<file path="src/rtl/vsnf_pkg.sv">
`default_nettype none
package vsnf_pkg;

  // Default volume dimensions
  localparam int MAX_X_DEF = 32;
  localparam int MAX_Y_DEF = 32;
  localparam int MAX_Z_DEF = 32;

  // Field widths
  localparam int COORD_W = 7;
  localparam int VOX_W   = 8;
  localparam int SIZE_W  = 6;
  localparam int STEP_W  = 5;
  localparam int DIFF_W  = 9;
  localparam int OFS_W   = 9;   // coordinate plus or minus step, signed
  localparam int LIM_W   = 10;  // clamp limit, holds up to 256

  localparam int IN_DATA_W  = 32;
  localparam int OUT_DATA_W = 80;

  // Command codes
  localparam logic CMD_WRITE = 1'b0;
  localparam logic CMD_QUERY = 1'b1;

  // Configuration register indexes
  localparam logic [1:0] REG_SIZE_X = 2'd0;
  localparam logic [1:0] REG_SIZE_Y = 2'd1;
  localparam logic [1:0] REG_SIZE_Z = 2'd2;
  localparam logic [1:0] REG_STEP   = 2'd3;

  // Reset values
  localparam logic [SIZE_W-1:0] SIZE_RST = 6'd32;
  localparam logic [STEP_W-1:0] STEP_RST = 5'd1;

  // Neighbor read order
  localparam logic [2:0] NB_RIGHT = 3'd0;
  localparam logic [2:0] NB_LEFT  = 3'd1;
  localparam logic [2:0] NB_UP    = 3'd2;
  localparam logic [2:0] NB_DOWN  = 3'd3;
  localparam logic [2:0] NB_FRONT = 3'd4;
  localparam logic [2:0] NB_BACK  = 3'd5;
  localparam int         NB_CNT   = 6;

  typedef struct packed {
    logic [SIZE_W-1:0] size_x;
    logic [SIZE_W-1:0] size_y;
    logic [SIZE_W-1:0] size_z;
  } vsnf_size_t;

  typedef enum logic [2:0] {
    ST_IDLE,
    ST_WR,
    ST_RD,
    ST_LAST,
    ST_DONE
  } vsnf_state_t;

endpackage
`default_nettype wire

</file>
<file path="src/rtl/vsnf_addr.sv">
`default_nettype none
module vsnf_addr
  import vsnf_pkg::*;
#(
  parameter int MAX_X = MAX_X_DEF,
  parameter int MAX_Y = MAX_Y_DEF,
  parameter int MAX_Z = MAX_Z_DEF,
  parameter int AW    = 15
) (
  input  wire vsnf_size_t               sizes,
  input  wire logic signed [OFS_W-1:0]  cx,
  input  wire logic signed [OFS_W-1:0]  cy,
  input  wire logic signed [OFS_W-1:0]  cz,
  output logic             [AW-1:0]     addr
);

  localparam logic [LIM_W-1:0] LIM_MX = LIM_W'(MAX_X);
  localparam logic [LIM_W-1:0] LIM_MY = LIM_W'(MAX_Y);
  localparam logic [LIM_W-1:0] LIM_MZ = LIM_W'(MAX_Z);
  localparam logic [AW-1:0]    STR_X  = AW'(MAX_X);
  localparam logic [AW-1:0]    STR_Y  = AW'(MAX_Y);

  // size of 0 acts as 1, above the maximum acts as the maximum
  function automatic logic [LIM_W-1:0] limit_of(input logic [SIZE_W-1:0] sz,
                                                input logic [LIM_W-1:0]  mx);
    logic [LIM_W-1:0] s;
    s = LIM_W'(sz);
    if (s == '0) return LIM_W'(1);
    if (s > mx)  return mx;
    return s;
  endfunction

  function automatic logic [LIM_W-1:0] clamp(input logic signed [OFS_W-1:0] c,
                                             input logic [LIM_W-1:0]       lim);
    logic [LIM_W-1:0] cu;
    cu = LIM_W'(unsigned'(c));
    if (c < 0)     return '0;
    if (cu >= lim) return lim - LIM_W'(1);
    return cu;
  endfunction

  logic [LIM_W-1:0] lx, ly, lz;
  logic [AW-1:0]    ax, ay, az;

  always_comb begin
    lx = clamp(cx, limit_of(sizes.size_x, LIM_MX));
    ly = clamp(cy, limit_of(sizes.size_y, LIM_MY));
    lz = clamp(cz, limit_of(sizes.size_z, LIM_MZ));
    ax = AW'(lx);
    ay = AW'(ly);
    az = AW'(lz);
    addr = ax + STR_X * (ay + STR_Y * az);
  end

endmodule
`default_nettype wire

</file>
<file path="config.mk">
export PLATFORM = sky130hd
export DESIGN_NAME = vsnf_addr
export DESIGN_NICKNAME = d
export VERILOG_FILES = /design/src/rtl/vsnf_pkg.sv /design/src/rtl/vsnf_addr.sv
export SDC_FILE = /design/constraint.sdc
export NUM_CORES = 1
export LEC_CHECK = 0
export BUFFER_PORTS_ARGS = -buffer_cell sky130_fd_sc_hd__clkbuf_2
export CORE_ASPECT_RATIO = 1.1
export CORE_MARGIN = 2
export CORE_UTILIZATION = 35
export DETAILED_ROUTE_END_ITERATION = 16
export GPL_TIMING_DRIVEN = 0
export SLEW_MARGIN = 15
export SYNTH_ARGS = -nofsm -noshare
export SYNTH_HDL_FRONTEND = slang
export SYNTH_SLANG_ARGS = --single-unit
</file>
<file path="constraint.sdc">
create_clock -name vclk -period 11.2
set_clock_uncertainty 0.05 [all_clocks]
set_input_delay 1.12 -clock vclk [all_inputs]
set_output_delay 1.12 -clock vclk [all_outputs]
set_load 0.05 [all_outputs]
</file>
==> results.yml, run 1 <==
yosys:
  largest_cells_by_area_after_synthesis: "sky130_fd_sc_hd__ha_1 (28%), sky130_fd_sc_hd__xnor2_1 (7.8%), sky130_fd_sc_hd__nand2_1 (6.6%)"
  synthDominantAreaCellType: "sky130_fd_sc_hd__ha_1"
  ys_types: 38
  synthMostInstantiatedCell: "sky130_fd_sc_hd__ha_1"
  synth_warnings: 0
  post_synth_inst_count: 186
  synth_commonest_cells: "sky130_fd_sc_hd__ha_1 (30), sky130_fd_sc_hd__nand2_1 (24), sky130_fd_sc_hd__nor2_1 (18)"
  avgSynthCellArea_um2: 7.285
  synth-seq-area-share_pct: 0
  yosysTopAreaCellShare_pct: 27.70
  synth_area_mm2: 0.001355
cells_and_area:
  area.growth.synth_to_final_pct: 26.59
  numSequentialCells: 0
  clkbuf_count: 0
  ff_latch_area_um2: 0
  final_net_count: 325
  layout-drive-gt1-share_pct: 27.64
  fillCellCount: 419
  antenna_cells_inserted: 0
route:
  detail_route.iter0.violations: 23
  vias_per_cell: 4.831
  wl_per_instance_um: 9.875
  firstDrtPassIters: 4
  remaining_drc_errors: 0
  antenna_left: 0
  detailroute.via_count: 1430
  wirelength_um: 2923
pwr:
  leakage_nw: 0.9033
  power_density_of_the_placed_cells_mw_per_mm2: 55.22
  worst_voltage_drop_across_the_vdd_grid_mv: 0.04591
worst_setup_path:
  cp_capture_type: "primary output"
  timing.critical_path.from_type: "input pin"
  critPathMaxFanout: 10
  arrival_ns: 4.86
  required_ns: 10.03
  worst_setup_path_category: "input pin to primary output"
sta:
  fin_setup_tns_ns: 0
  final-max-slew-violation-count: 0
  setup_viol_count_final: 0
  fin_ws_ns: 5.174
  max_clock_freq_ghz: 0.1660
  finalWorstPathRequiredPeriod_ns: 6.026
  rsz0062_at_grt: "false"
  fin_crit_sh_pct: 53.80
  timing.final.hold_violations: 0
die:
  die_width_um: 63.33
  floorplan.io_pins: 60
  floorplan.initialDensity_pct: 36.79
  die_area_mm2: 0.004386
  rows: 23
  fp.dieH_um: 69.26
  core_area_mm2: 0.003684
placement:
  routabilityCongestion: 0.7582
  buffer_ports.inserted: 58
  post-dp-hpwl_um: 2676
  dp_worst_setup_slack_ns: 5.121
clock_network:
  cts.repair.resized: 0
  postCtsSetupRepairBufs: 0
  ctsHoldBuffers: 0
global_route:
  grt_max_degree: 11
  groute.usage.overall_pct: 13.07
  antenna_found_initial: 0
  overflow: 0
  grt_pass1_wl_um: 5078
  grt_pass1_vias: 1265
hold_path:
  whs_endpoint: "addr[0]"
  worst_hold_path.num_cells: 4
  hold_path.class: "input pin to primary output"
  worstHoldStart: "cx[0]"
status:
  run_status: "finished, final reports clean"
run:
  max-cap-violations: 0
power by group:
group          switching, mW  total [mW]  internal, mW  leakage (nW)
clock network              0           0             0             0
registers                  0           0             0             0
logic                 0.0618      0.0947        0.0329         0.903
total                 0.0618      0.0947        0.0329         0.903
cell families (layout without fill, tap and decap cells):
group	Yosys count	in the layout	share of synthesized area (%)
AOI/OAI and AO/OA	40	40	20.96
xor gates and xnor gates	17	17	10.99
other	1	3	0.2767
adders and majority gates	32	32	30.66
and+or+nand+nor	70	70	25.39
muxes	8	8	6.094
buffers and inverters	18	76	5.632
critical path, stage by stage:
cell and delay [ns]:
sky130_fd_sc_hd__clkbuf_2 0.10, sky130_fd_sc_hd__nor4_1 0.24, sky130_fd_sc_hd__o21ai_0 0.18, sky130_fd_sc_hd__inv_1 0.09
sky130_fd_sc_hd__ha_1 0.22, sky130_fd_sc_hd__nand2b_1 0.14, sky130_fd_sc_hd__a21oi_1 0.13, sky130_fd_sc_hd__o21ai_0 0.16
sky130_fd_sc_hd__a31oi_4 0.38, sky130_fd_sc_hd__nor2_1 0.09, sky130_fd_sc_hd__a211oi_1 0.26, sky130_fd_sc_hd__ha_1 0.25
sky130_fd_sc_hd__inv_1 0.06, sky130_fd_sc_hd__fa_1 0.40, sky130_fd_sc_hd__nor2b_1 0.12, sky130_fd_sc_hd__o21ai_0 0.07
sky130_fd_sc_hd__nand2_1 0.09, sky130_fd_sc_hd__and2_1 0.15, sky130_fd_sc_hd__o2111ai_1 0.13, sky130_fd_sc_hd__xnor2_1 0.17
sky130_fd_sc_hd__clkbuf_2 0.30
worst max path at each step:
stage,startpoint,endpoint
floorplan,sizes[7],addr[13]
global placement,sizes[7],addr[13]
detailed placement,sizes[7],addr[13]
CTS,sizes[7],addr[13]
global route,sizes[15],addr[13]
finish,sizes[7],addr[13]
routing by layer:
| metal | vias up | part of all wire (%) | track usage [%] |
|---|---|---|---|
| li1 | 788 | - | - |
| met1 | 608 | 46 | 17.45 |
| met2 | 34 | 49 | 24.56 |
| met3 | 0 | 4.5 | 0.3247 |
| met4 | 0 | 0 | 0 |
| met5 | - | 0 | 0 |
placed cells by master, fill, tap and decap left out, drive strengths merged:
| cell | count |
|---|---|
| a211o | 1 |
| a211oi | 7 |
| a21o | 3 |
| a21oi | 11 |
| a31oi | 2 |
| and2 | 1 |
| and3b | 2 |
| buf | 2 |
| clkbuf | 59 |
| clkinv | 1 |
| conb | 3 |
| fa | 2 |
| ha | 30 |
| inv | 14 |
| mux2 | 2 |
| mux2i | 6 |
| nand2 | 24 |
| nand2b | 3 |
| nand3 | 5 |
| nand4 | 1 |
| nor2 | 18 |
| nor2b | 4 |
| nor3 | 3 |
| nor4 | 7 |
| o2111ai | 1 |
| o211ai | 3 |
| o21ai | 9 |
| o31ai | 3 |
| or3 | 1 |
| or4 | 1 |
| xnor2 | 12 |
| xor2 | 5 |
layout make-up:
| class | instances | area (um^2) | share of cell area, % |
|---|---|---|---|
| multi-input cells | 170 | 1286 | 74.98 |
| repair buffers | 58 | 290.3 | 16.92 |
| well taps | 50 | 62.56 | 3.647 |
| inverters | 15 | 56.30 | 3.282 |
| plain buffers | 3 | 20.02 | 1.167 |
through the flow:
step                util, %  total power, mW  hold WS, ns  cell area, um^2  cells
floorplan                 -          0.07072        2.488             1363    188
global placement      46.57          0.09541        2.618             1715    296
detailed placement    46.57          0.09522        2.618             1715    296
CTS                   46.57          0.09577        2.621             1715    296
global route          46.57           0.1050        2.650             1715    296
finish                46.57          0.09473        2.615             1715    296
(Power assumes the default switching activity.)
==> run 2: changes to the inputs <==
ABC_AREA = 1   (was default)
clock period = 5.8 ns   (was 11.2 ns; I/O delays follow)
==> run 2 against run 1 <==
Die area up 19%. Highest routed layer is now met4. Critical endpoint unchanged. Wire length up 21%. Flip-flop and latch count unchanged.
==> results.yml, run 2 <==
status:
  run_status: "finished, final reports clean"
placement:
  routabilityCongestion: 0.7699
  buffer_ports.inserted: 60
  post-dp-hpwl_um: 3293
  dp_worst_setup_slack_ns: 1.240
cells_and_area:
  multi_input_area_mm2: 0.001405
  ff_latch_area_um2: 0
  final_net_count: 408
  layout-drive-gt1-share_pct: 28.57
  layout.cells.most_common: "sky130_fd_sc_hd__clkbuf_2"
  fillCellCount: 503
  most-common-layout-cells: "sky130_fd_sc_hd__clkbuf_2 (60), sky130_fd_sc_hd__inv_1 (46), sky130_fd_sc_hd__nand2_1 (43)"
  area.growth.synth_to_final_pct: 23.23
  numSequentialCells: 0
  antenna_cells_inserted: 0
  clkbuf_count: 0
worst_setup_path:
  arrival_ns: 3.89
  critical_path.startpoint: "sizes[6]"
  cpPeakStageDelay_ns: 0.40
  crit_path_cell_trace: "clkbuf_2 > nor2_1 > nand3_2 > o21ai_4 > nand2_1 > ha_1 > nand2_1 > inv_1 > o21ai_1 > nand2_1 > nor2_1 > nand3_2 > buf_4 > a21oi_1 > ha_1 > inv_1 > fa_1 > o21ai_1 > nand2_1 > nand2_1 > nand3_1 > xor2_1 > clkbuf_2"
  cp_capture_type: "primary output"
  worst_setup_path_category: "input pin to primary output"
  critical_path.slowest_cell: "sky130_fd_sc_hd__fa_1"
  worst_path_most_repeated_cell: "sky130_fd_sc_hd__nand2_1"
  required_ns: 5.17
  critPathMaxFanout: 10
  timing.critical_path.from_type: "input pin"
yosys:
  synth_warnings: 0
  synth-seq-area-share_pct: 0
  largest_cells_by_area_after_synthesis: "sky130_fd_sc_hd__ha_1 (23%), sky130_fd_sc_hd__inv_1 (11%), sky130_fd_sc_hd__nand2_1 (9.9%)"
  avgSynthCellArea_um2: 6.092
  synthDominantAreaCellType: "sky130_fd_sc_hd__ha_1"
  yosysTopAreaCellShare_pct: 23.08
  synth_commonest_cells: "sky130_fd_sc_hd__inv_1 (46), sky130_fd_sc_hd__nand2_1 (43), sky130_fd_sc_hd__ha_1 (30)"
  post_synth_inst_count: 267
  synthMostInstantiatedCell: "sky130_fd_sc_hd__inv_1"
  ys_types: 32
  synth_area_mm2: 0.001627
route:
  detailroute.via_count: 1766
  wirelength_um: 3523
  vias_per_cell: 4.587
  antenna_left: 0
  detail_route.iter0.violations: 44
  remaining_drc_errors: 0
  wl_per_instance_um: 9.151
  firstDrtPassIters: 4
global_route:
  grt_pass1_vias: 1555
  antenna_found_initial: 0
  overflow: 0
  groute.usage.overall_pct: 13.16
  grt_max_degree: 11
  grt_pass1_wl_um: 5989
die:
  die_area_mm2: 0.005210
  die_width_um: 69
  floorplan.io_pins: 60
  rows: 26
  core_area_mm2: 0.004554
  fp.dieH_um: 75.50
  floorplan.initialDensity_pct: 35.71
pwr:
  worst_voltage_drop_across_the_vdd_grid_mv: 0.03699
  power_density_of_the_placed_cells_mw_per_mm2: 103.3
  leakage_nw: 1.234
clock_network:
  cts.repair.resized: 0
  postCtsSetupRepairBufs: 0
  ctsHoldBuffers: 0
sta:
  timing.final.hold_violations: 0
  fin_ws_ns: 1.276
  final-max-slew-violation-count: 0
  fin_crit_sh_pct: 77.99
  setup_viol_count_final: 0
  rsz0062_at_grt: "false"
  fin_setup_tns_ns: 0
  finalWorstPathRequiredPeriod_ns: 4.524
  max_clock_freq_ghz: 0.2211
hold_path:
  worst_hold_path.num_cells: 3
  whs_endpoint: "addr[1]"
  hold_path.class: "input pin to primary output"
  worstHoldStart: "cx[8]"
run:
  max-cap-violations: 0
-- run 2: cell count changes in the layout (fill, tap and decap cells not counted), moves of 5 or more --
cell,delta
sky130_fd_sc_hd__o21ai_1,+14
sky130_fd_sc_hd__nand4_1,+5
sky130_fd_sc_hd__nand3_2,+5
sky130_fd_sc_hd__inv_1,+32
sky130_fd_sc_hd__a211oi_1,-6
sky130_fd_sc_hd__nor4_1,-5
sky130_fd_sc_hd__inv_2,+11
sky130_fd_sc_hd__a21oi_1,+5
sky130_fd_sc_hd__nand3_1,+15
sky130_fd_sc_hd__xor2_1,+8
sky130_fd_sc_hd__nor2_1,+11
sky130_fd_sc_hd__mux2i_1,-6
sky130_fd_sc_hd__nand2_1,+19
sky130_fd_sc_hd__xnor2_1,-9
-- run 2: metrics by stage --
step | instances | hold WS, ns | power (mW) | area (um^2) | utilization, %
2_1_floorplan | 269 | 1.211 | 0.1550 | 1634 | -
3_3_place_gp | 385 | 1.487 | 0.2066 | 2004 | 44.01
3_5_place_dp | 385 | 1.492 | 0.2083 | 2004 | 44.01
4_1_cts | 385 | 1.492 | 0.2093 | 2004 | 44.01
5_1_grt | 385 | 1.506 | 0.2304 | 2004 | 44.01
6_report | 385 | 1.491 | 0.2070 | 2004 | 44.01
-- run 2: area by class of cell --
| type | count | share of cell area (%) |
|---|---|---|
| repair buffers | 60 | 14.98 |
| inverters | 57 | 10.67 |
| well taps | 56 | 3.496 |
| multi-input cells | 210 | 70.10 |
| plain buffers | 2 | 0.7491 |
-- run 2: worst max-delay path: cells and delay by family --
family                   cells  cell delay, ns
AO/OA/AOI/OAI                4            0.64
buffers and inverters        5            0.66
adder cells (fa/ha/maj)      3            0.89
XOR/XNOR                     1            0.17
AND/OR/NAND/NOR             10            0.95
-- run 2: how the worst max path moves through the flow --
stage / end / depth (start not counted)
after floorplan: addr[11] / 21
after detailed placement: addr[13] / 23
after global routing: addr[13] / 23
final: addr[13] / 23
after global placement: addr[13] / 23
after CTS: addr[13] / 23
-- run 2: per-layer routing --
metal / GRT usage (%) / share of wire, % / up-vias
met5: 0 / 0 / -
met4: 0.6536 / 0.48 / 0
met3: 0.6614 / 3.7 / 2
met2: 25.85 / 48 / 31
met1: 16.90 / 47 / 742
li1: - / - / 991
-- run 2: cell families after synthesis --
family / count (synthesis) / synth area share [%]
AO/OA/AOI/OAI: 42 / 15.08
XOR/XNOR: 16 / 8.616
adder cells (fa/ha/maj): 32 / 25.54
buffers and inverters: 59 / 14.08
other: 1 / 0.2305
AND/OR/NAND/NOR: 117 / 36.46
-- run 2: report_power, final --
group	total [mW]	leakage, nW	internal [mW]	switching [mW]
sequential	0	0	0	0
clock	0	0	0	0
combinational	0.207	1.23	0.0662	0.141
==> run 3: changes to the inputs <==
ABC_AREA = 0   (was 1)
clock period = 4.3 ns   (was 5.8 ns; I/O delays follow)
==> run 3 against run 2 <==
Critical path depth is 2 lower. Hold slack worse by 0.26 ns. Sequential share of layout area stayed put. Non-clock buffer count is 14 higher. Combinational power is 41% higher. Power is 41% higher. Count of clock-buffer cells in the layout stayed put. Core utilization is 11 points higher. Wire length is 4.9% lower. Cell count is 19% lower. Final area is 1.4% higher. Largest power group unchanged.
==> results.yml, run 3 (synthesized netlist as in run 1, its figures left out) <==
status:
  run_status: "finished, final reports clean"
pwr:
  pwr-share-comb_pct: 100.0
  sequential_fraction_of_design_power_pct: 0
  power_density_of_the_placed_cells_mw_per_mm2: 143.1
  cell_internal_pwr_uw: 114.5
  leakage_nw: 1.029
  worst_voltage_drop_across_the_vdd_grid_mv: 0.09581
  clkPwrFrac_pct: 0
  net-switching-power_uw: 176.4
  switching_share_pct: 60.65
  power_uw: 290.9
global_route:
  grt_max_degree: 10
  antenna_found_initial: 0
  groute.usage.overall_pct: 14.02
  grt_pass1_wl_um: 5520
  overflow: 0
  grt_pass1_vias: 1371
sta:
  final-max-slew-violation-count: 0
  fin_crit_sh_pct: 97.57
  fin_ws_ns: 0.1044
  max_clock_freq_ghz: 0.2383
  setup_viol_count_final: 0
  finalWorstPathRequiredPeriod_ns: 4.196
  timing.final.hold_violations: 0
  hold_ws_ns: 1.233
  rsz0062_at_grt: "true"
cells_and_area:
  ff_latch_area_um2: 0
  clkbuf_count: 0
  layout.cells.most_common: "sky130_fd_sc_hd__clkbuf_2"
  most-common-layout-cells: "sky130_fd_sc_hd__clkbuf_2 (51), sky130_fd_sc_hd__ha_1 (28), sky130_fd_sc_hd__nand2_1 (24)"
  numSequentialCells: 0
  final_net_count: 340
  area.growth.synth_to_final_pct: 50.05
  layout-drive-gt1-share_pct: 41.76
  antenna_cells_inserted: 0
  fillCellCount: 392
  final_cells: 311
worst_setup_path:
  critical_path.n_buffers_inverters: 4
  timing.critical_path.from_type: "input pin"
  arrival_ns: 3.72
  worst_setup_path_category: "input pin to primary output"
  critPathMaxFanout: 4
  crit_path_max_delay_family: "simple AND/OR/NAND/NOR gates"
  crit_path_cell_trace: "clkbuf_2 > nor4_2 > nor2_1 > nor2_2 > ha_1 > nand2b_4 > a21oi_4 > o21ai_1 > a31oi_1 > buf_4 > and3b_1 > ha_2 > inv_1 > fa_2 > nor2b_2 > o21ai_1 > nand2_1 > and2_4 > o2111ai_4 > xnor2_2 > buf_8"
  critical_path.slowest_cell: "sky130_fd_sc_hd__fa_2"
  worstSetupPathDepth: 21
  cp_capture_type: "primary output"
  worst_path_most_repeated_cell: "sky130_fd_sc_hd__o21ai_1"
  required_ns: 3.82
  cpPeakStageDelay_ns: 0.36
route:
  detail_route.iter0.violations: 17
  vias_per_cell: 4.920
  detailroute.via_count: 1530
  remaining_drc_errors: 0
  wl_per_instance_um: 10.77
  wirelength_um: 3351
  firstDrtPassIters: 4
  antenna_left: 0
die:
  core_area_mm2: 0.003684
  fp.dieH_um: 69.26
  floorplan.initialDensity_pct: 36.79
  die_area_mm2: 0.004386
  rows: 23
  die_width_um: 63.33
  floorplan.io_pins: 60
hold_path:
  worst_hold_path.num_cells: 4
  hold_path.class: "input pin to primary output"
placement:
  placedCellCount: 296
  post-dp-hpwl_um: 2710
  buffer_ports.inserted: 58
  routabilityCongestion: 0.8805
  dp_worst_setup_slack_ns: -0.4018
run:
  max-cap-violations: 0
clock_network:
  ctsHoldBuffers: 0
run 3: routing by layer:
| layer | track usage (%) | share of wire [%] | up-vias |
|---|---|---|---|
| met1 | 20.85 | 46 | 685 |
| li1 | - | - | 817 |
| met2 | 23.86 | 50 | 28 |
| met5 | 0 | 0 | - |
| met4 | 0 | 0 | 0 |
| met3 | 0.3247 | 3.3 | 0 |
run 3: worst paths after layout:
| path | start | end |
|---|---|---|
| worst min-delay path | cx[4] | addr[4] |
| worst max-delay path | sizes[16] | addr[13] |
run 3: per-stage QoR:
step | utilization [%] | cell area (um^2) | TNS, ns
6_report | 55.20 | 2033 | 0
5_1_grt | 55.20 | 2033 | -0.2165
4_1_cts | 49.22 | 1813 | 0
3_5_place_dp | 46.98 | 1730 | -0.8971
3_3_place_gp | 46.98 | 1730 | -0.8140
2_1_floorplan | - | 1378 | 0
run 3: what timing repair did:
item,CTS,global route
pin swaps,5,24
setup endpoints to repair,4,6
resized for setup,14,41
setup buffers,5,10
run 3: cell type report:
| class | count | area, um^2 | area share [%] |
|---|---|---|---|
| buffer | 3 | 22.52 | 1.108 |
| inverter | 15 | 56.30 | 2.769 |
| multi-input combinational | 170 | 1450 | 71.32 |
| tap | 50 | 62.56 | 3.077 |
| timing repair buffer | 73 | 441.7 | 21.72 |
run 3: power groups by stage:
stage | sequential, mW | combinational (mW) | clock (mW)
2_1_floorplan | 0 | 0.188 | 0
3_3_place_gp | 0 | 0.250 | 0
3_5_place_dp | 0 | 0.251 | 0
4_1_cts | 0 | 0.263 | 0
5_1_grt | 0 | 0.317 | 0
6_report | 0 | 0.291 | 0
run 3: worst min-delay path: cells and delay by family:
kind,cells,cell delay (ns)
AO/OA/AOI/OAI,1,0.05
buffers and inverters,2,0.32
AND/OR/NAND/NOR,1,0.05
